### src/rtl/core/rfft_pkg.sv
// ----------------------------------------------------------------------------
// rfft_pkg
// Shared types, constants and twiddle helpers for the radix-2 FFT core.
// ----------------------------------------------------------------------------
package rfft_pkg;

	localparam int SAMPLE_W = 16;
	localparam int BIN_W = 27;
	localparam int IDX_W = 10;
	localparam int CFG_W = 4;
	localparam int DEF_MAX_POINTS = 1024;
	localparam int DEF_TWIDDLE_BITS = 16;
	localparam logic [CFG_W-1:0] CFG_RESET = 4'd10;

	localparam longint unsigned PI_Q30 = 64'd3373259426;
	localparam longint unsigned ONE_Q30 = 64'd1073741824;

	typedef logic signed [SAMPLE_W-1:0] sample_t;
	typedef logic signed [BIN_W-1:0] bin_t;
	typedef logic [CFG_W-1:0] log2_t;

	typedef struct packed {
		logic    wr;
		sample_t re;
		sample_t im;
	} ld_req_t;

	typedef enum logic [7:0] {
		E_IDLE = 8'b0000_0001,
		E_CPRD = 8'b0000_0010,
		E_CPWR = 8'b0000_0100,
		E_BRD  = 8'b0000_1000,
		E_BMUL = 8'b0001_0000,
		E_BROT = 8'b0010_0000,
		E_BWA  = 8'b0100_0000,
		E_BWB  = 8'b1000_0000
	} eng_state_t;

	// restoring long division, used only while building tables
	function automatic longint unsigned udiv(longint unsigned num, longint unsigned den);
		longint unsigned q;
		longint unsigned r;
		q = '0;
		r = '0;
		for (int b = 63; b >= 0; b--) begin
			r = {r[62:0], num[b]};
			if (r >= den) begin
				r = r - den;
				q[b] = 1'b1;
			end
		end
		return q;
	endfunction

	// Taylor series in Q30, clamped at zero
	function automatic longint unsigned series_q30(longint unsigned x, bit want_sin);
		longint unsigned x2;
		longint unsigned term;
		longint unsigned d;
		longint sum;
		x2 = (x * x) >> 30;
		term = want_sin ? x : ONE_Q30;
		sum = longint'(term);
		for (longint unsigned i = 1; i <= 12; i++) begin
			d = want_sin ? (2 * i) * (2 * i + 1) : (2 * i - 1) * (2 * i);
			term = udiv((term * x2) >> 30, d);
			if (i[0]) sum = sum - longint'(term);
			else sum = sum + longint'(term);
		end
		return (sum < 0) ? 64'd0 : longint'(sum);
	endfunction

	function automatic longint unsigned to_twiddle(longint unsigned v, int tb);
		int sh;
		longint unsigned r;
		longint unsigned mx;
		sh = 30 - (tb - 1);
		r = (v + (64'd1 << (sh - 1))) >> sh;
		mx = (64'd1 << (tb - 1)) - 1;
		return (r > mx) ? mx : r;
	endfunction

endpackage

### src/rtl/core/rfft_cmdq.sv
// ----------------------------------------------------------------------------
// rfft_cmdq
// Two-entry queue of transform commands from the front end to the engine.
// ----------------------------------------------------------------------------
module rfft_cmdq import rfft_pkg::*; (
	input  logic  clk,
	input  logic  arst_n,
	input  logic  push,
	input  log2_t push_l,
	input  logic  pop,
	output log2_t pop_l,
	output logic  empty
);

	log2_t      slot_q [2];
	logic       wptr_q;
	logic       rptr_q;
	logic [1:0] cnt_q;
	logic       do_push;
	logic       do_pop;

	assign do_push = push && (cnt_q != 2'd2);
	assign do_pop = pop && (cnt_q != 2'd0);
	assign empty = (cnt_q == 2'd0);
	assign pop_l = slot_q[rptr_q];

	always_ff @(posedge clk) begin
		if (do_push) slot_q[wptr_q] <= push_l;
	end

	always_ff @(posedge clk or negedge arst_n) begin
		if (!arst_n) begin
			wptr_q <= 1'b0;
			rptr_q <= 1'b0;
			cnt_q <= 2'd0;
		end else begin
			if (do_push) wptr_q <= ~wptr_q;
			if (do_pop) rptr_q <= ~rptr_q;
			cnt_q <= cnt_q + {1'b0, do_push} - {1'b0, do_pop};
		end
	end

endmodule

### config.mk
export PLATFORM = sky130hd
export DESIGN_NAME = rfft_cmdq
export DESIGN_NICKNAME = d
export VERILOG_FILES = /design/src/rtl/core/rfft_pkg.sv /design/src/rtl/core/rfft_cmdq.sv
export SDC_FILE = /design/constraint.sdc
export NUM_CORES = 1
export LEC_CHECK = 0
export BUFFER_PORTS_ARGS = -buffer_cell sky130_fd_sc_hd__buf_2
export CAP_MARGIN = 15
export CORE_AREA = 8 8 45 47
export CTS_BUF_LIST = sky130_fd_sc_hd__clkbuf_8
export DETAILED_ROUTE_END_ITERATION = 8
export DIE_AREA = 0 0 53 55
export PLACE_DENSITY_LB_ADDON = 0.3
export SYNTH_ARGS = -nofsm -noshare
export SYNTH_HDL_FRONTEND = slang
export SYNTH_SLANG_ARGS = --single-unit
### constraint.sdc
create_clock -name clk -period 2.2 [get_ports clk]
set_clock_uncertainty 0.05 [all_clocks]
set_input_delay 0.22 -clock clk [delete_from_list [all_inputs] [get_ports clk]]
set_output_delay 0.22 -clock clk [all_outputs]
set_load 0.05 [all_outputs]
# --- Word-level counts from Yosys, hierarchy flattened ---
# Memories as Yosys holds them, arrays and structs flattened.
# Index checks and enable logic that the tools add are counted.
# Widths: inputs -> output; s select.
totals:
  reg_bits: 4
  mem_bits_rw: 8
  in_bits: 8
  word_cells: 15
  memories: 1
op_classes:
  addsub: 2
  n_eq_ne: 1
  n_mux: 2
  n_bitwise: 2
  reduce_logical: 4
memory_table:
  columns: ["memory", "words", "width", "rd", "rd_ports_with_merged_regs", "wr", "line", "text"]
  rows:
  - ["slot_q", 2, 4, 1, 0, 1, "rfft_cmdq.sv:15", "log2_t slot_q [2];"]
ops:
  columns: ["cell", "n"]
  rows:
  - ["$add 2x1->2", 1]
  - ["$logic_and 1x1->1", 2]
  - ["$logic_not 2->1", 1]
  - ["$mux 1", 2]
  - ["$ne 2x2->1 const B", 1]
  - ["$not 1->1", 2]
  - ["$reduce_bool 2->1", 1]
  - ["$sub 2x1->2", 1]

# --- Logic depth before layout (Yosys ltp) ---
logic_depth:
  word_depth: 4
  mapped_depth: 7
  depth_no_buf: 7

# --- Worst setup path before layout ---
# No wires, ideal clock.
synth_path:
  path_type: "reg2reg"
  start: "register cnt_q[0]"
  end: "register cnt_q[1]"
  arrival_time_ns: 1.980
  t_required_ns: 2.027
  path_slack_ns: 0.047
  stages_incl_launch_ff: 8
  period_less_slack_ns: 2.153
  cell_sequence: "dfrtp_1 nor2_1 nor2b_2 ha_1 inv_1 ha_1 xnor2_1 xnor2_1"
synth_between:
  word_cells_on_any_way: 6
synth_rtl:
  columns: ["element", "line", "text"]
  rows:
  - ["start, declared", "rfft_cmdq.sv:18", "logic [1:0] cnt_q;"]
  - ["start signal, assigned", "rfft_cmdq.sv:39", "cnt_q <= cnt_q + {1'b0, do_push} - {1'b0, do_pop};"]
  - ["$reduce_bool 2->1", "rfft_cmdq.sv:23", "assign do_pop = pop && (cnt_q != 2'd0);"]
  - ["$logic_and 1x1->1", "rfft_cmdq.sv:23", null]
  - ["net do_pop", "rfft_cmdq.sv:20", "logic do_pop;"]
  - ["$sub 2x1->2", "rfft_cmdq.sv:39", null]
# The timed path passes the listed nets, and every way through them passes these cells.
# A chain may end at the register's enable or synchronous reset.

# --- Worst setup path in the final report ---
# Same ends and word-level chain as after synthesis.

==> results_dict.tcl <==
set metrics [dict create \
    status "complete, no violations" \
    grt_pass1_wl_um 1350 \
    nets 58 \
    hpwlAfterDp_um 641 \
    setup-violations-final 0 \
    fin_util 0.451 \
    io_pins 13 \
    root_buffer "clkbuf_8" \
    drc_errors 0 \
    grt_usage 0.0637 \
    slew_headroom 0.762 \
    postRouteAntennaNets 0 \
    stdcell_area_um2 624 \
    ir_drop_v 0.000696 \
    reg2reg_slack_ns 0.62 \
    synth-main-ff-cell "edfxtp_1" \
    io_buffer_count 12 \
    synth_nets 40 \
    fin_ws_ns 0.616 \
    ys_ff_latch 12 \
    crit_path_start_kind "flip-flop" \
    clock.fmax_mhz 631 \
    n_antenna_cell 0 \
    drv_slew 0 \
    ys_warn_count 0 \
    synth.cell_area_um2 493 \
    grt_pass1_vias 325 \
    drive_above_1_share 0.457 \
    placed_cells 58 \
    dp_slack_ns 0.608 \
    rr_startpoint "cnt_q[0]" \
    period_needed_ns 1.58 \
    routed_wirelength_um 782 \
    seq_area_frac_synth 0.690 \
    ys_async_sr_fraction 0.333 \
    hp-class "in -> reg" \
    vias 272 \
    drv_cap 0 \
    grt_overflow 0 \
    synth_top_cells_by_area "edfxtp_1, dfrtp_1, mux2_2" \
    whs_ns 0.129 \
    first_iter_violations 2 \
    setup.worst_path.start "cnt_q[0]" \
    worst_pin_slew_ns 0.355 \
    fin_tns_setup_ns 0 \
    cts_tree "built" \
    syn_avg_cell_area_um2 16.4 \
    core_area_um2 1380 \
    p_leak_nw 0.265 \
    worstPathRequired_ns 2.30 \
    instances_no_fill 62 \
    post_cts_resized 0 \
    fp-row-count 14 \
    die_h_um 55 \
    crit_fanout 3 \
    antenna_found_initial 0 \
    clk_pin_slew_ns 0.05 \
    synth_cell_types 10 \
    clk_latency_ns 0.23 \
    finalCritPeriodShare 0.720 \
    first_pass_iters 2 \
    synth.top_cells.by_count "edfxtp_1, dfrtp_1, mux2_2" \
    rsz0062_at_grt "false" \
    dieArea_um2 2920 \
    syn_inst 30 \
    placed_area_um2 573 \
    finalHoldViolCount 0 \
    netlist.area_leader.share 0.487 \
    power_density_nw_per_um2 1550 \
    yosys.area.top_type "edfxtp_1" \
    path_class "reg -> reg" \
    synth-edff-count 8 \
    clk_path_buf_depth 2 \
    synth_most_common_cell "edfxtp_1" \
    via_per_inst 4.39 \
    area_delta_synth_final_pct 26.6 \
    htree_levels 1 \
    hold_path.startpoint "push_l[1]" \
    n_fill_cell 130 \
    cts_buffers 3 \
    post_drt_wl_per_cell_um 12.6 \
    p_total_uw 967 \
    cts.sinks 12 \
    cts_setup_buffers 0 \
    crit_arrival_ns 1.69 \
    gp_congestion 0.724 \
    start_util 0.356 \
    die_w_um 53 \
    grt_max_degree 7 \
    end_kind "flip-flop" \
]
-- worst max-delay path: stages, from the launching register on --
cell and delay, ns:
dfrtp_1 0.42, nor2_1 0.16, nor2b_2 0.07, ha_1 0.27
inv_1 0.04, ha_1 0.18, xnor2_1 0.19, xnor2_1 0.14
-- where the power goes --
group	switching, mW	total [mW]	internal (mW)
registers	0.0569	0.381	0.324
clock network	0.0659	0.185	0.119
logic	0.262	0.401	0.139
total	0.385	0.967	0.582
-- sequential cells by signal (all words and copies together), names as in the netlist --
signal and cells:
rptr_q 1, wptr_q 1, cnt_q 2, slot_q 8
-- cells in the final DEF, fill, tap and decap left out --
| cell type | Yosys | layout |
|---|---|---|
| o21ai_4 | 1 | 1 |
| inv_1 | 3 | 3 |
| xnor2_1 | 3 | 3 |
| nor2b_2 | 1 | 1 |
| clkbuf_8 | 0 | 3 |
| dlygate4sd3_1 | 0 | 1 |
| edfxtp_1 | 8 | 8 |
| dfrtp_1 | 4 | 4 |
| mux2_2 | 4 | 4 |
| xor2_1 | 1 | 1 |
| buf_2 | 0 | 12 |
| ha_1 | 2 | 2 |
| nor2_1 | 3 | 3 |
-- logic make-up (layout without fill, tap and decap cells) --
logic type / Yosys count / after routing / synth area share
XOR/XNOR: 4 / 4 / 0.0711
AND/OR/NAND/NOR: 4 / 4 / 0.0406
multiplexers: 4 / 4 / 0.0914
adder cells (fa/ha/maj): 2 / 2 / 0.0508
buffers and inverters: 3 / 19 / 0.0228
flip-flops: 12 / 12 / 0.690
AO/OA/AOI/OAI: 1 / 1 / 0.0330
-- routing by layer --
layer / vias to the layer above / global-route usage / wire length (µm)
li1: 135 / - / -
met1: 128 / 0.0632 / 306
met2: 9 / 0.107 / 403
met3: 0 / 0.0294 / 72
met4: 0 / 0.0388 / 0
met5: - / 0 / 0
-- path summary, 6_finish.rpt --
path,to,cells after the start
worst max-delay path,cnt_q[1],7
worst min-delay path,slot_q[0][1],1
worst max register to register,cnt_q[1],7
worst min register to register,cnt_q[1],1
max in group asynchronous,wptr_q,2
min in group asynchronous,cnt_q[0],2
-- repair_timing --
action | 4_1_cts | 5_1_grt
endpoints found under the setup margin | 0 | 0
hold buffers | 1 | 0
hold endpoints to repair | 4 | 0
-- area by class of cell --
class	count	area (µm²)	area share
Timing Repair Buffer	13	70.1	0.112
Inverter	3	11.3	0.0180
Sequential cell	12	340	0.545
Clock buffer	3	41.3	0.0661
Multi-Input combinational cell	15	141	0.226
Tap cell	16	20.0	0.0321
No activity file was read; power rests on OpenSTA's default activity.
