--- src/rtl/core/rfft_pkg.sv ---
// ----------------------------------------------------------------------------
// rfft_pkg
// Shared types, constants and twiddle helpers for the radix-2 FFT core.
// ----------------------------------------------------------------------------
package rfft_pkg;

	localparam int SAMPLE_W = 16;
	localparam int BIN_W = 27;
	localparam int IDX_W = 10;
	localparam int CFG_W = 4;
	localparam int DEF_MAX_POINTS = 1024;
	localparam int DEF_TWIDDLE_BITS = 16;
	localparam logic [CFG_W-1:0] CFG_RESET = 4'd10;

	localparam longint unsigned PI_Q30 = 64'd3373259426;
	localparam longint unsigned ONE_Q30 = 64'd1073741824;

	typedef logic signed [SAMPLE_W-1:0] sample_t;
	typedef logic signed [BIN_W-1:0] bin_t;
	typedef logic [CFG_W-1:0] log2_t;

	typedef struct packed {
		logic    wr;
		sample_t re;
		sample_t im;
	} ld_req_t;

	typedef enum logic [7:0] {
		E_IDLE = 8'b0000_0001,
		E_CPRD = 8'b0000_0010,
		E_CPWR = 8'b0000_0100,
		E_BRD  = 8'b0000_1000,
		E_BMUL = 8'b0001_0000,
		E_BROT = 8'b0010_0000,
		E_BWA  = 8'b0100_0000,
		E_BWB  = 8'b1000_0000
	} eng_state_t;

	// restoring long division, used only while building tables
	function automatic longint unsigned udiv(longint unsigned num, longint unsigned den);
		longint unsigned q;
		longint unsigned r;
		q = '0;
		r = '0;
		for (int b = 63; b >= 0; b--) begin
			r = {r[62:0], num[b]};
			if (r >= den) begin
				r = r - den;
				q[b] = 1'b1;
			end
		end
		return q;
	endfunction

	// Taylor series in Q30, clamped at zero
	function automatic longint unsigned series_q30(longint unsigned x, bit want_sin);
		longint unsigned x2;
		longint unsigned term;
		longint unsigned d;
		longint sum;
		x2 = (x * x) >> 30;
		term = want_sin ? x : ONE_Q30;
		sum = longint'(term);
		for (longint unsigned i = 1; i <= 12; i++) begin
			d = want_sin ? (2 * i) * (2 * i + 1) : (2 * i - 1) * (2 * i);
			term = udiv((term * x2) >> 30, d);
			if (i[0]) sum = sum - longint'(term);
			else sum = sum + longint'(term);
		end
		return (sum < 0) ? 64'd0 : longint'(sum);
	endfunction

	function automatic longint unsigned to_twiddle(longint unsigned v, int tb);
		int sh;
		longint unsigned r;
		longint unsigned mx;
		sh = 30 - (tb - 1);
		r = (v + (64'd1 << (sh - 1))) >> sh;
		mx = (64'd1 << (tb - 1)) - 1;
		return (r > mx) ? mx : r;
	endfunction

endpackage

--- src/rtl/core/rfft_front.sv ---
// ----------------------------------------------------------------------------
// rfft_front
// Accepts samples, tracks frame position and size, issues transform commands
// and presents one result per accepted sample.
// ----------------------------------------------------------------------------
module rfft_front import rfft_pkg::*; #(
	parameter int MAX_POINTS = DEF_MAX_POINTS,
	localparam int AW = $clog2(MAX_POINTS)
) (
	input  logic          clk,
	input  logic          arst_n,
	input  logic          start,
	input  logic          busy,
	input  sample_t       sample_real,
	input  sample_t       sample_imag,
	input  logic          cfg_valid,
	input  log2_t         cfg_data,
	input  logic          eng_done,
	input  bin_t          rd_real,
	input  bin_t          rd_imag,
	output ld_req_t       ld_req,
	output logic [AW-1:0] acc_addr,
	output logic          push,
	output log2_t         push_l,
	output bin_t          bin_real,
	output bin_t          bin_imag,
	output logic [IDX_W-1:0] bin_index,
	output logic          bin_valid,
	output logic          bin_last,
	output logic          bin_strobe
);

	log2_t            cfg_q;
	log2_t            l_eff;
	logic [AW:0]      n_full;
	logic [AW-1:0]    nm1;
	logic [AW-1:0]    pos_q;
	logic             ready_q;
	logic             accept;
	logic             last;
	logic             strobe_q;
	logic             valid_q;
	logic             last_q;
	logic [IDX_W-1:0] idx_q;

	assign accept = start && !busy;

	always_comb begin
		if (cfg_q < log2_t'(1)) l_eff = log2_t'(1);
		else if (cfg_q > log2_t'(AW)) l_eff = log2_t'(AW);
		else l_eff = cfg_q;
	end

	assign n_full = (AW+1)'(1) << l_eff;
	assign nm1 = n_full[AW-1:0] - AW'(1);
	assign last = (pos_q >= nm1);

	assign ld_req = '{wr: accept, re: sample_real, im: sample_imag};
	assign acc_addr = pos_q;
	assign push = accept && last;
	assign push_l = l_eff;

	always_ff @(posedge clk or negedge arst_n) begin
		if (!arst_n) begin
			cfg_q <= CFG_RESET;
			pos_q <= '0;
			ready_q <= 1'b0;
			strobe_q <= 1'b0;
			valid_q <= 1'b0;
			last_q <= 1'b0;
		end else begin
			if (cfg_valid) cfg_q <= cfg_data;
			if (eng_done) ready_q <= 1'b1;
			strobe_q <= accept;
			if (accept) begin
				valid_q <= ready_q;
				last_q <= last;
				pos_q <= last ? '0 : pos_q + AW'(1);
			end
		end
	end

	always_ff @(posedge clk) begin
		if (accept) idx_q <= IDX_W'(pos_q);
	end

	assign bin_real = valid_q ? rd_real : '0;
	assign bin_imag = valid_q ? rd_imag : '0;
	assign bin_index = idx_q;
	assign bin_valid = valid_q;
	assign bin_last = last_q;
	assign bin_strobe = strobe_q;

endmodule

--- config.mk ---
export PLATFORM = sky130hd
export DESIGN_NAME = rfft_front
export DESIGN_NICKNAME = d
export VERILOG_FILES = /design/src/rtl/core/rfft_pkg.sv /design/src/rtl/core/rfft_front.sv
export SDC_FILE = /design/constraint.sdc
export NUM_CORES = 1
export LEC_CHECK = 0
export BUFFER_PORTS_ARGS = -buffer_cell sky130_fd_sc_hd__buf_2
export CORE_AREA = 2 2 81 83
export DETAILED_ROUTE_END_ITERATION = 10
export DIE_AREA = 0 0 83 85
export GPL_ROUTABILITY_DRIVEN = 0
export GPL_TIMING_DRIVEN = 0
export PLACE_DENSITY = 0.77
export SYNTH_ARGS = -nofsm -noshare
export SYNTH_HDL_FRONTEND = slang
export SYNTH_SLANG_ARGS = --single-unit
--- constraint.sdc ---
create_clock -name clk -period 4 [get_ports clk]
set_clock_uncertainty 0.1 [all_clocks]
set_input_delay 0.4 -clock clk [delete_from_list [all_inputs] [get_ports clk]]
set_output_delay 0.4 -clock clk [all_outputs]
set_load 0.03 [all_outputs]
# Word level (Yosys, flattened, before mapping)
# Cells that the tools add are included.
# word_totals
input_bits	96
word_cells	21
ff_bits	28
# op_classes
shift	1
n_reduce_logical	3
addsub	2
mux	5
order_cmp	3
# ops
cell	count
2-to-1 mux 27 bit	2
adder 10 x 1 -> 10 bit (second input constant)	1
>= comparator 10 bit	1
2-to-1 mux 10 bit	1
left shift 1 x 4 -> 10 bit (first input constant)	1
subtractor 10 x 1 -> 10 bit (second input constant)	1
2-to-1 mux 4 bit	2
> comparator 4 bit (second input constant)	1
< comparator 4 x 1 -> 1 bit (second input constant)	1
logical AND 1 bit	2
logical NOT 1 bit	1

# Longest topological paths before layout
# Gate-level depths: netlist of the first run.
# logic_depth
depth_word	7
depth_mapped	12

# Worst setup path after synthesis of the first run
# OpenSTA, ideal clock, no wires.
# synth_timing
path_type	reg2out
from	register cfg_q[3]
to	output port push
t_required_ns	3.500
path_slack_ns	0.984
path_stages_with_launch	11
t_arrival_ns	2.516
n_path_buf	1
cell_sequence	dfstp_2 -> clkbuf_1 -> or3_1 -> ha_1 -> nor3_1 -> a21o_1 -> a32oi_1 -> ha_1 -> nand4_1 -> o21ai_2 -> and2_1
# synth_between
elab_chain_cells	7
elab_cells_between_ends	8
cone_classes	1 x add/sub; 3 x order compare; 1 x shift; 2 x mux; 1 x reduce/logical
# synth_rtl
element	line	text
start: declaration	rfft_front.sv:33	log2_t cfg_q;
start signal: assignment	rfft_front.sv:72	if (cfg_valid) cfg_q <= cfg_data;
> comparator 4 bit	rfft_front.sv:50	else if (cfg_q > log2_t'(AW)) l_eff = log2_t'(AW);
2-to-1 mux 4 bit	rfft_front.sv:50	
2-to-1 mux 4 bit *	rfft_front.sv:49	if (cfg_q < log2_t'(1)) l_eff = log2_t'(1);
left shift 1 x 4 -> 10 bit *	rfft_front.sv:54	assign n_full = (AW+1)'(1) << l_eff;
subtractor 10 x 1 -> 10 bit *	rfft_front.sv:55	assign nm1 = n_full[AW-1:0] - AW'(1);
>= comparator 10 bit *	rfft_front.sv:56	assign last = (pos_q >= nm1);
logical AND 1 bit *	rfft_front.sv:60	assign push = accept && last;
end: declaration	rfft_front.sv:23	output logic push,
# Every way passes the cells marked *; elsewhere a longest branch is shown, timed or not.

# Worst setup path in the final report of the first run
# Ends and elaborated chain as after synthesis.

==> impl_metrics.yaml, run 1 <==
status:
  status: "finished clean"
die:
  die_y_um: 85
  start_util_pct: 33.4
  core_area_mm2: 0.00620
  rows: 29
  die_area_mm2: 0.00706
  dieWidth_um: 83
  ios: 211
clocking:
  cts_made_buffers: 3
  ctsHoldBuffers: 1
  clock_path_buffers: 2
  cts-resized-gates: 0
  h-tree-depth: 1
  clkTransAtPathRegs_ns: 0.09
  clock-sinks: 28
  cts_setup_buffers: 0
  root_buffer: "clkbuf_8"
  clk_latency_ns: 0.28
  cts_tree: "yes"
power_and_ir_drop:
  switching_share_pct: 44.1
  power_density_mw_per_mm2: 407
  combPwrFrac_pct: 50.9
  p_int_mw: 0.716
  p_leak_nw: 1.72
  p_switching_mw: 0.565
  vdd_drop_max_mv: 0.268
  seq_power_share_pct: 31.8
  pwr-share-clk_pct: 17.3
  p_total_mw: 1.28
global_routing:
  grt_max_degree: 22
  antenna_found_initial: 0
  grt_overflow: 0
  grt_first_pass_wirelength_um: 10400
  grt_usage_pct: 18.3
  grt_pass1_vias: 2081
critical_path:
  critPathLaunchType: "flop"
  r2r_setup_slack_ns: 1.08
  crit_top_cell: "ha_1"
  endpoint: "push"
  cp_max_fo: 10
  r2r-start: "cfg_q[3]$_DFFE_PN1P_"
  critical_path.max_stage_delay_ns: 0.42
  cp.required_ns: 3.50
  worst-setup-path-type: "reg2out"
  crit_path_top_delay_cell: "or3_1"
  crit_start: "cfg_q[3]$_DFFE_PN1P_"
  r2r_cells: 12
  worstSetupEndpointType: "primary output"
  cp.arrival_ns: 3.16
  reg2reg_to: "acc_addr[3]$_DFFE_PN0P_"
  path_cells: "clkbuf_1, or3_1, ha_1, nor3_1, a21o_1, a32oi_1, ha_1, nand4_1, o21ai_2, and2_1, buf_2"
finish:
  mostFrequentLayoutCell: "buf_2"
  nFillCells: 603
  drive_gt1_share_pct: 56.7
  area_growth_pct: 51.7
  fin_cells: 483
  nNetsFinal: 515
  final_cell_mix: "buf_2, and2_1, buf_4"
  diodes: 0
synth:
  synth.distinct_cells: 42
  netlist_area_mm2: 0.00207
  seq_area_frac_synth_pct: 36.3
  ys_warn_count: 0
  syn_inst: 222
  synth_flop_cell: "dfrtp_1"
  ys_seq_elements: 28
  syn_area_per_cell_um2: 9.34
  async_reset_ff_share_pct: 64.3
  synth_edf_count: 10
placement:
  hpwl_um: 5780
  io_buffers: 178
  dp_slack_ns: 0.649
  dp_cells: 478
worst_hold_path:
  min_path_type: "in2reg"
routing:
  viasPerCell: 4.54
  routed_wl_um: 6750
  drt_pass1_iterations: 4
  vias: 2193
  ant_nets: 0
  post-route-drc-count: 0
  drtIter0Drc: 85
  wl_per_cell_um: 14.0
flow_run:
  maxCapViolations: 0
sta:
  grt_setup_unrepaired: "no"
  worst_pin_slew_ns: 0.972
  slew_viol_final: 0
  setup_slack_ns: 0.342
  finalHoldViolations: 0
  timing.fmax_mhz: 273
  slew_headroom_pct: 35.2
  fin_setup_tns_ns: 0
  fin_crit_sh_pct: 91.4
  hold_ws_ns: 0.215
  fin_crit_ns: 3.66
  setup_viol: 0
worst max-delay path: cells and delay by family (launching register included):
family / cells / cell delay [ns]
and+or+nand+nor: 4 / 0.93
AOI/OAI and AO/OA: 3 / 0.60
adders and majority gates: 2 / 0.56
buffers and inverters: 2 / 0.41
DFF: 1 / 0.39
power groups by stage:
| stage | Sequential (mW) | Combinational (mW) | Clock [mW] |
|---|---|---|---|
| global route | 0.417 | 0.708 | 0.239 |
| floorplan | 0.471 | 0.395 | 0 |
| global placement | 0.411 | 0.639 | 0 |
| finish | 0.407 | 0.652 | 0.222 |
| CTS | 0.406 | 0.656 | 0.227 |
| detailed placement | 0.411 | 0.652 | 0 |
layout make-up:
type	instances	area (um2)	area share, %
buffer	45	294	9.34
clock buffer	3	41.3	1.31
timing repair buffer	179	901	28.6
sequential	28	753	23.9
inverter	4	15.0	0.477
tap	77	96.3	3.06
multi-input combinational	146	1020	32.3
clock inverter	1	30.0	0.954
metal layers:
layer,global-route usage [%],vias up,wire [um]
li1,-,1073,-
met1,24.8,1008,2920
met2,29.9,105,3190
met3,4.67,7,574
met4,3.73,0,70
met5,0,-,0
sequential cells by signal (all words and copies together) (netlist names):
signal      flops
bin_index      10
bin_valid       1
acc_addr       10
ready_q         1
bin_last        1
bin_strobe      1
cfg_q           4
synth_stat cells, types with 3 or more instances:
cell / instances / area (um2)
a21oi_1: 8 / 40.0
clkbuf_1: 11 / 41.3
nor2_1: 7 / 26.3
o21ai_0: 5 / 25.0
dfrtp_1: 16 / 400
ha_1: 12 / 150
nand2_1: 15 / 56.3
nand4_1: 4 / 25.0
xor2_1: 4 / 35.0
edfxtp_1: 10 / 300
nand2b_1: 3 / 18.8
and2_1: 55 / 344
inv_1: 3 / 11.3
buf_4: 33 / 248
xnor2_1: 3 / 26.3
mux2_2: 3 / 33.8
kinds of logic after synthesis:
kind of cell	after synthesis	share of synthesized area, %
and+or+nand+nor	93	25.7
buffers and inverters	49	14.9
AOI/OAI and AO/OA	29	11.1
DFF	28	36.3
adders and majority gates	12	7.24
xor gates and xnor gates	7	2.96
muxes	3	1.63
other	1	0.181
metrics by stage:
step,utilization (%),area (um2)
final,50.7,3150
after global routing,50.7,3150
after CTS,50.7,3150
after detailed placement,49.4,3070
after global placement,49.4,3070
after floorplan,-,2080
how the worst min path moves through the flow:
stage,end,startpoint,depth (start not counted)
after floorplan,acc_addr[0]$_DFFE_PN0P_,arst_n,0
after global placement,acc_addr[8]$_DFFE_PN0P_,arst_n,1
after detailed placement,bin_strobe$_DFF_PN0_,arst_n,1
after CTS,ready_q$_DFFE_PN0P_,eng_done,2
after global routing,ready_q$_DFFE_PN0P_,eng_done,2
final,ready_q$_DFFE_PN0P_,eng_done,2
Note: power is estimated with default switching activity, not from simulation.
==> run 2, diff against run 1 <==
--- a/config.mk
+++ b/config.mk
@@ -12,6 +12,8 @@
 export GPL_ROUTABILITY_DRIVEN = 0
 export GPL_TIMING_DRIVEN = 0
 export PLACE_DENSITY = 0.77
+export REMOVE_ABC_BUFFERS = 1
+export SKIP_LAST_GASP = 1
 export SYNTH_ARGS = -nofsm -noshare
 export SYNTH_HDL_FRONTEND = slang
 export SYNTH_SLANG_ARGS = --single-unit
==> run 2 against run 1 <==
Net effect: cell area is 14% lower; non-clock buffer count is 77 lower; critical endpoint unchanged; sequential share of layout area is 3.9 points higher; clock power is 2% higher; first-iteration DRC count is 60% higher; register-to-register slack better by 0.02 ns; critical path depth is 1 lower; final cell count is 15% lower; global-route usage is 12 points higher.
==> impl_metrics.yaml, run 2 (synthesized netlist as in run 1, its figures left out) <==
finish:
  drive_gt1_share_pct: 49.8
  mostFrequentLayoutCell: "buf_2"
  fin_cells: 411
  area_growth_pct: 30.4
  final_cell_mix: "buf_2, and2_1, dfrtp_1"
  nNetsFinal: 438
die:
  ios: 211
  rows: 29
  dieWidth_um: 83
  die_area_mm2: 0.00706
  start_util_pct: 33.4
  core_area_mm2: 0.00620
  die_y_um: 85
clocking:
  clk_latency_ns: 0.28
  cts_tree: "yes"
  root_buffer: "clkbuf_8"
  cts-resized-gates: 0
  clock-sinks: 28
  clkTransAtPathRegs_ns: 0.10
  h-tree-depth: 1
  cts_made_buffers: 3
  clock_path_buffers: 2
global_routing:
  grt_first_pass_wirelength_um: 14900
  grt_pass1_vias: 1923
  top_usage_layer: "met2"
  grt_usage_pct: 30.5
  grtUsageMet1_pct: 20.2
  grt_max_degree: 57
  use_met2_pct: 59.2
  use_met3_pct: 30.8
  antenna_found_initial: 7
  grt_overflow: 0
routing:
  drt_pass1_iterations: 4
  ant_nets: 0
  routed_wl_um: 11000
  drtIter0Drc: 136
  post-route-drc-count: 0
  viasPerCell: 5.03
  vias: 2068
  wl_per_cell_um: 26.7
critical_path:
  cp.arrival_ns: 3.12
  cp_max_fo: 12
  critPathLaunchType: "flop"
  worstSetupEndpointType: "primary output"
  worst-setup-path-type: "reg2out"
  r2r_setup_slack_ns: 1.10
  r2r-start: "cfg_q[2]$_DFFE_PN0P_"
  r2r_cells: 11
  cp.required_ns: 3.50
  reg2reg_to: "acc_addr[3]$_DFFE_PN0P_"
sta:
  fin_setup_tns_ns: 0
  finalHoldViolations: 0
  worst_pin_slew_ns: 1.14
  setup_viol: 0
  fin_crit_ns: 3.62
  slew_headroom_pct: 23.8
  slew_viol_final: 0
  fin_crit_sh_pct: 90.5
  timing.fmax_mhz: 276
  grt_setup_unrepaired: "no"
  setup_slack_ns: 0.381
worst_hold_path:
  min_to: "ready_q$_DFFE_PN0P_"
  min_path_type: "in2reg"
  whs_path_depth: 2
  hold_path.startpoint: "eng_done"
placement:
  dp_cells: 401
  io_buffers: 146
  hpwl_um: 9820
  dp_slack_ns: 0.683
status:
  status: "finished clean"
power_and_ir_drop:
  power_density_mw_per_mm2: 449
  vdd_drop_max_mv: 0.282
  p_leak_nw: 1.42
flow_run:
  maxCapViolations: 0
run 2: cell types whose count changed in the layout (fill, tap and decap cells not counted):
cell and delta:
buf_2 -33, buf_4 -33, clkbuf_1 -11, diode_2 +5
run 2: how the worst max path moves through the flow:
stage / from / end
floorplan: cfg_q[2]$_DFFE_PN0P_ / push
finish: cfg_q[2]$_DFFE_PN0P_ / push
global placement: cfg_q[2]$_DFFE_PN0P_ / push
global route: cfg_q[2]$_DFFE_PN0P_ / push
detailed placement: cfg_q[2]$_DFFE_PN0P_ / push
CTS: cfg_q[2]$_DFFE_PN0P_ / push
run 2: worst max-delay path, cell delays in order (launching register included):
cell and delay, ns:
dfrtp_1 0.51, or3_1 0.45, ha_1 0.27, nor3_1 0.16
a21o_1 0.11, a32oi_1 0.10, ha_1 0.30, nand4_1 0.18
o21ai_2 0.38, and2_1 0.18, buf_2 0.21
run 2: what timing repair did:
action | in CTS | in global routing
setup buffers | 0 | 0
hold buffers | 1 | 0
hold endpoints to repair | 16 | 0
run 2: area by class of cell:
class	count	area (um2)
diodes	5	12.5
clock buffers	3	41.3
clock inverters	1	30.0
fillers	595	3500
inverters	4	15.0
multi-input cells	146	1020
flip-flops and latches	28	753
well taps	77	96.3
repair buffers	147	741
run 2: stage by stage:
stage,area [um2],util (%),power [mW],hold WS (ns)
after floorplan,1780,-,0.799,0.00441
after global placement,2610,42.1,0.968,0.250
after detailed placement,2610,42.1,0.990,0.251
after CTS,2690,43.4,1.21,0.205
after global routing,2700,43.5,1.29,0.208
final,2710,43.6,1.21,0.206
run 2: power breakdown:
group | internal [mW] | switching, mW
sequential | 0.346 | 0.0857
combinational | 0.199 | 0.357
clock | 0.134 | 0.0924
run 2: per-layer routing:
metal / vias up / routed length [um]
met5: - / 21
met2: 197 / 5880
met4: 4 / 188
met3: 22 / 2280
met1: 920 / 2600
li1: 925 / -
==> run 3, diff against run 2 <==
--- a/config.mk
+++ b/config.mk
@@ -10,7 +10,6 @@
 export DETAILED_ROUTE_END_ITERATION = 10
 export DIE_AREA = 0 0 83 85
 export GPL_ROUTABILITY_DRIVEN = 0
-export GPL_TIMING_DRIVEN = 0
 export PLACE_DENSITY = 0.77
 export REMOVE_ABC_BUFFERS = 1
 export SKIP_LAST_GASP = 1
==> constraint.sdc (replaced) <==
create_clock -name clk -period 4 [get_ports clk]
set_clock_uncertainty 0.1 [all_clocks]
set_input_delay 0.4 -clock clk [delete_from_list [all_inputs] [get_ports clk]]
set_output_delay 0.4 -clock clk [all_outputs]
set_load 0.1 [all_outputs]
==> run 3 against run 2 <==
Net effect: clock power barely moved; clock-buffer cell count is the same; final cell count decreased by 0.49%; wire length shrank 0.33%; core utilization about the same; critical endpoint unchanged; largest cell class unchanged; largest power group unchanged; highest routed layer unchanged.
==> impl_metrics.yaml, run 3 (synthesized netlist as in run 1, its figures left out) <==
status:
  status: "finished clean"
power_and_ir_drop:
  p_leak_nw: 1.41
  p_switching_mw: 1.02
  switching_share_pct: 60.1
  vdd_drop_max_mv: 0.392
  power_density_mw_per_mm2: 631
  p_int_mw: 0.680
  pwr-share-clk_pct: 13.1
  seq_power_share_pct: 25.3
  combPwrFrac_pct: 61.6
sta:
  fin_crit_sh_pct: 93.8
  slew_viol_final: 0
  setup_slack_ns: 0.250
  finalHoldViolations: 0
  grt_setup_unrepaired: "no"
  slew_headroom_pct: 21.5
  hold_ws_ns: 0.208
  fin_crit_ns: 3.75
  timing.fmax_mhz: 267
  worst_pin_slew_ns: 1.18
  fin_setup_tns_ns: 0
  setup_viol: 0
routing:
  ant_nets: 0
  routed_wl_um: 10900
  wl_per_cell_um: 26.7
  drt_pass1_iterations: 4
  drtIter0Drc: 110
  post-route-drc-count: 0
  vias: 2042
  viasPerCell: 4.99
flow_run:
  maxCapViolations: 0
critical_path:
  r2r_setup_slack_ns: 1.14
  critPathLaunchType: "flop"
  r2r-start: "cfg_q[2]$_DFFE_PN0P_"
  crit_path_top_delay_cell: "dfrtp_1"
  cp_max_fo: 12
  worst-setup-path-type: "reg2out"
  r2r_cells: 11
  worstSetupEndpointType: "primary output"
  cp.required_ns: 3.50
  crit_top_cell: "ha_1"
  endpoint: "push"
  path_cells: "or3_1, ha_1, nor3_1, a21o_1, a32oi_1, ha_1, nand4_1, o21ai_2, and2_1, clkbuf_4"
  cp.arrival_ns: 3.25
  reg2reg_to: "acc_addr[3]$_DFFE_PN0P_"
  crit_start: "cfg_q[2]$_DFFE_PN0P_"
  critical_path.max_stage_delay_ns: 0.50
die:
  die_area_mm2: 0.00706
  start_util_pct: 33.4
  core_area_mm2: 0.00620
  rows: 29
  die_y_um: 85
  ios: 211
  dieWidth_um: 83
placement:
  hpwl_um: 9830
  dp_slack_ns: 0.502
  io_buffers: 146
clocking:
  cts_made_buffers: 3
  clock-sinks: 28
  clkTransAtPathRegs_ns: 0.10
  clock_path_buffers: 2
  cts_tree: "yes"
  root_buffer: "clkbuf_8"
  h-tree-depth: 1
  clk_latency_ns: 0.28
  cts_setup_buffers: 0
global_routing:
  use_met2_pct: 54.4
  use_met3_pct: 30.8
  grt_overflow: 0
  top_usage_layer: "met2"
  grtUsageMet1_pct: 20.4
  antenna_found_initial: 6
  grt_max_degree: 57
  grt_usage_pct: 30.4
  grt_pass1_vias: 1938
  grt_first_pass_wirelength_um: 14900
finish:
  drive_gt1_share_pct: 49.8
  final_cell_mix: "buf_2, and2_1, dfrtp_1"
  area_growth_pct: 30.3
  mostFrequentLayoutCell: "buf_2"
  nNetsFinal: 438
worst_hold_path:
  min_path_type: "in2reg"
run 3: critical path: cells and delay by family, from the launching register on:
kind | cells | cell delay, ns
simple gates | 4 | 0.96
flops | 1 | 0.50
buf+inv | 1 | 0.33
compound gates | 3 | 0.60
fa+ha+maj | 2 | 0.57
run 3: power by group through the flow:
stage	combinational [mW]	sequential [mW]	clock [mW]
after floorplan	0.604	0.686	0
after global placement	1.04	0.429	0
after detailed placement	1.05	0.434	0
after CTS	1.05	0.429	0.223
after global routing	1.09	0.440	0.239
final	1.05	0.431	0.224
run 3: layer usage:
metal	wire length (um)	vias up	share of wire [%]
li1	-	924	-
met1	2620	914	24
met2	5480	175	50
met3	2310	23	21
met4	505	6	4.6
met5	31	-	0.28
run 3: what timing repair did:
item / CTS / global route
hold buffers: 1 / 0
setup endpoints to repair: 0 / 1
gates resized for setup: 0 / 1
hold endpoints to repair: 16 / 0
run 3: final cells by class:
type / count / area [um2]
Antenna cell: 3 / 7.51
Clock buffer: 3 / 41.3
Clock inverter: 1 / 30.0
Fill cell: 630 / 3500
Inverter: 4 / 15.0
Multi-Input combinational cell: 146 / 1020
Sequential cell: 28 / 753
Tap cell: 77 / 96.3
Timing Repair Buffer: 147 / 743
run 3: worst min path at each step:
stage | startpoint | to | depth (start not counted)
global placement | arst_n | acc_addr[9]$_DFFE_PN0P_ | 1
finish | eng_done | ready_q$_DFFE_PN0P_ | 2
CTS | eng_done | ready_q$_DFFE_PN0P_ | 2
detailed placement | arst_n | bin_strobe$_DFF_PN0_ | 1
floorplan | arst_n | acc_addr[0]$_DFFE_PN0P_ | 0
global route | eng_done | ready_q$_DFFE_PN0P_ | 2
run 3: per-stage QoR:
step                      cells  power, mW  util (%)  area [um2]
after floorplan             178       1.29         -        1780
after global placement      401       1.47      42.1        2610
after detailed placement    401       1.48      42.1        2610
after CTS                   406       1.70      43.4        2690
after global routing        407       1.77      43.5        2700
final                       409       1.70      43.6        2700
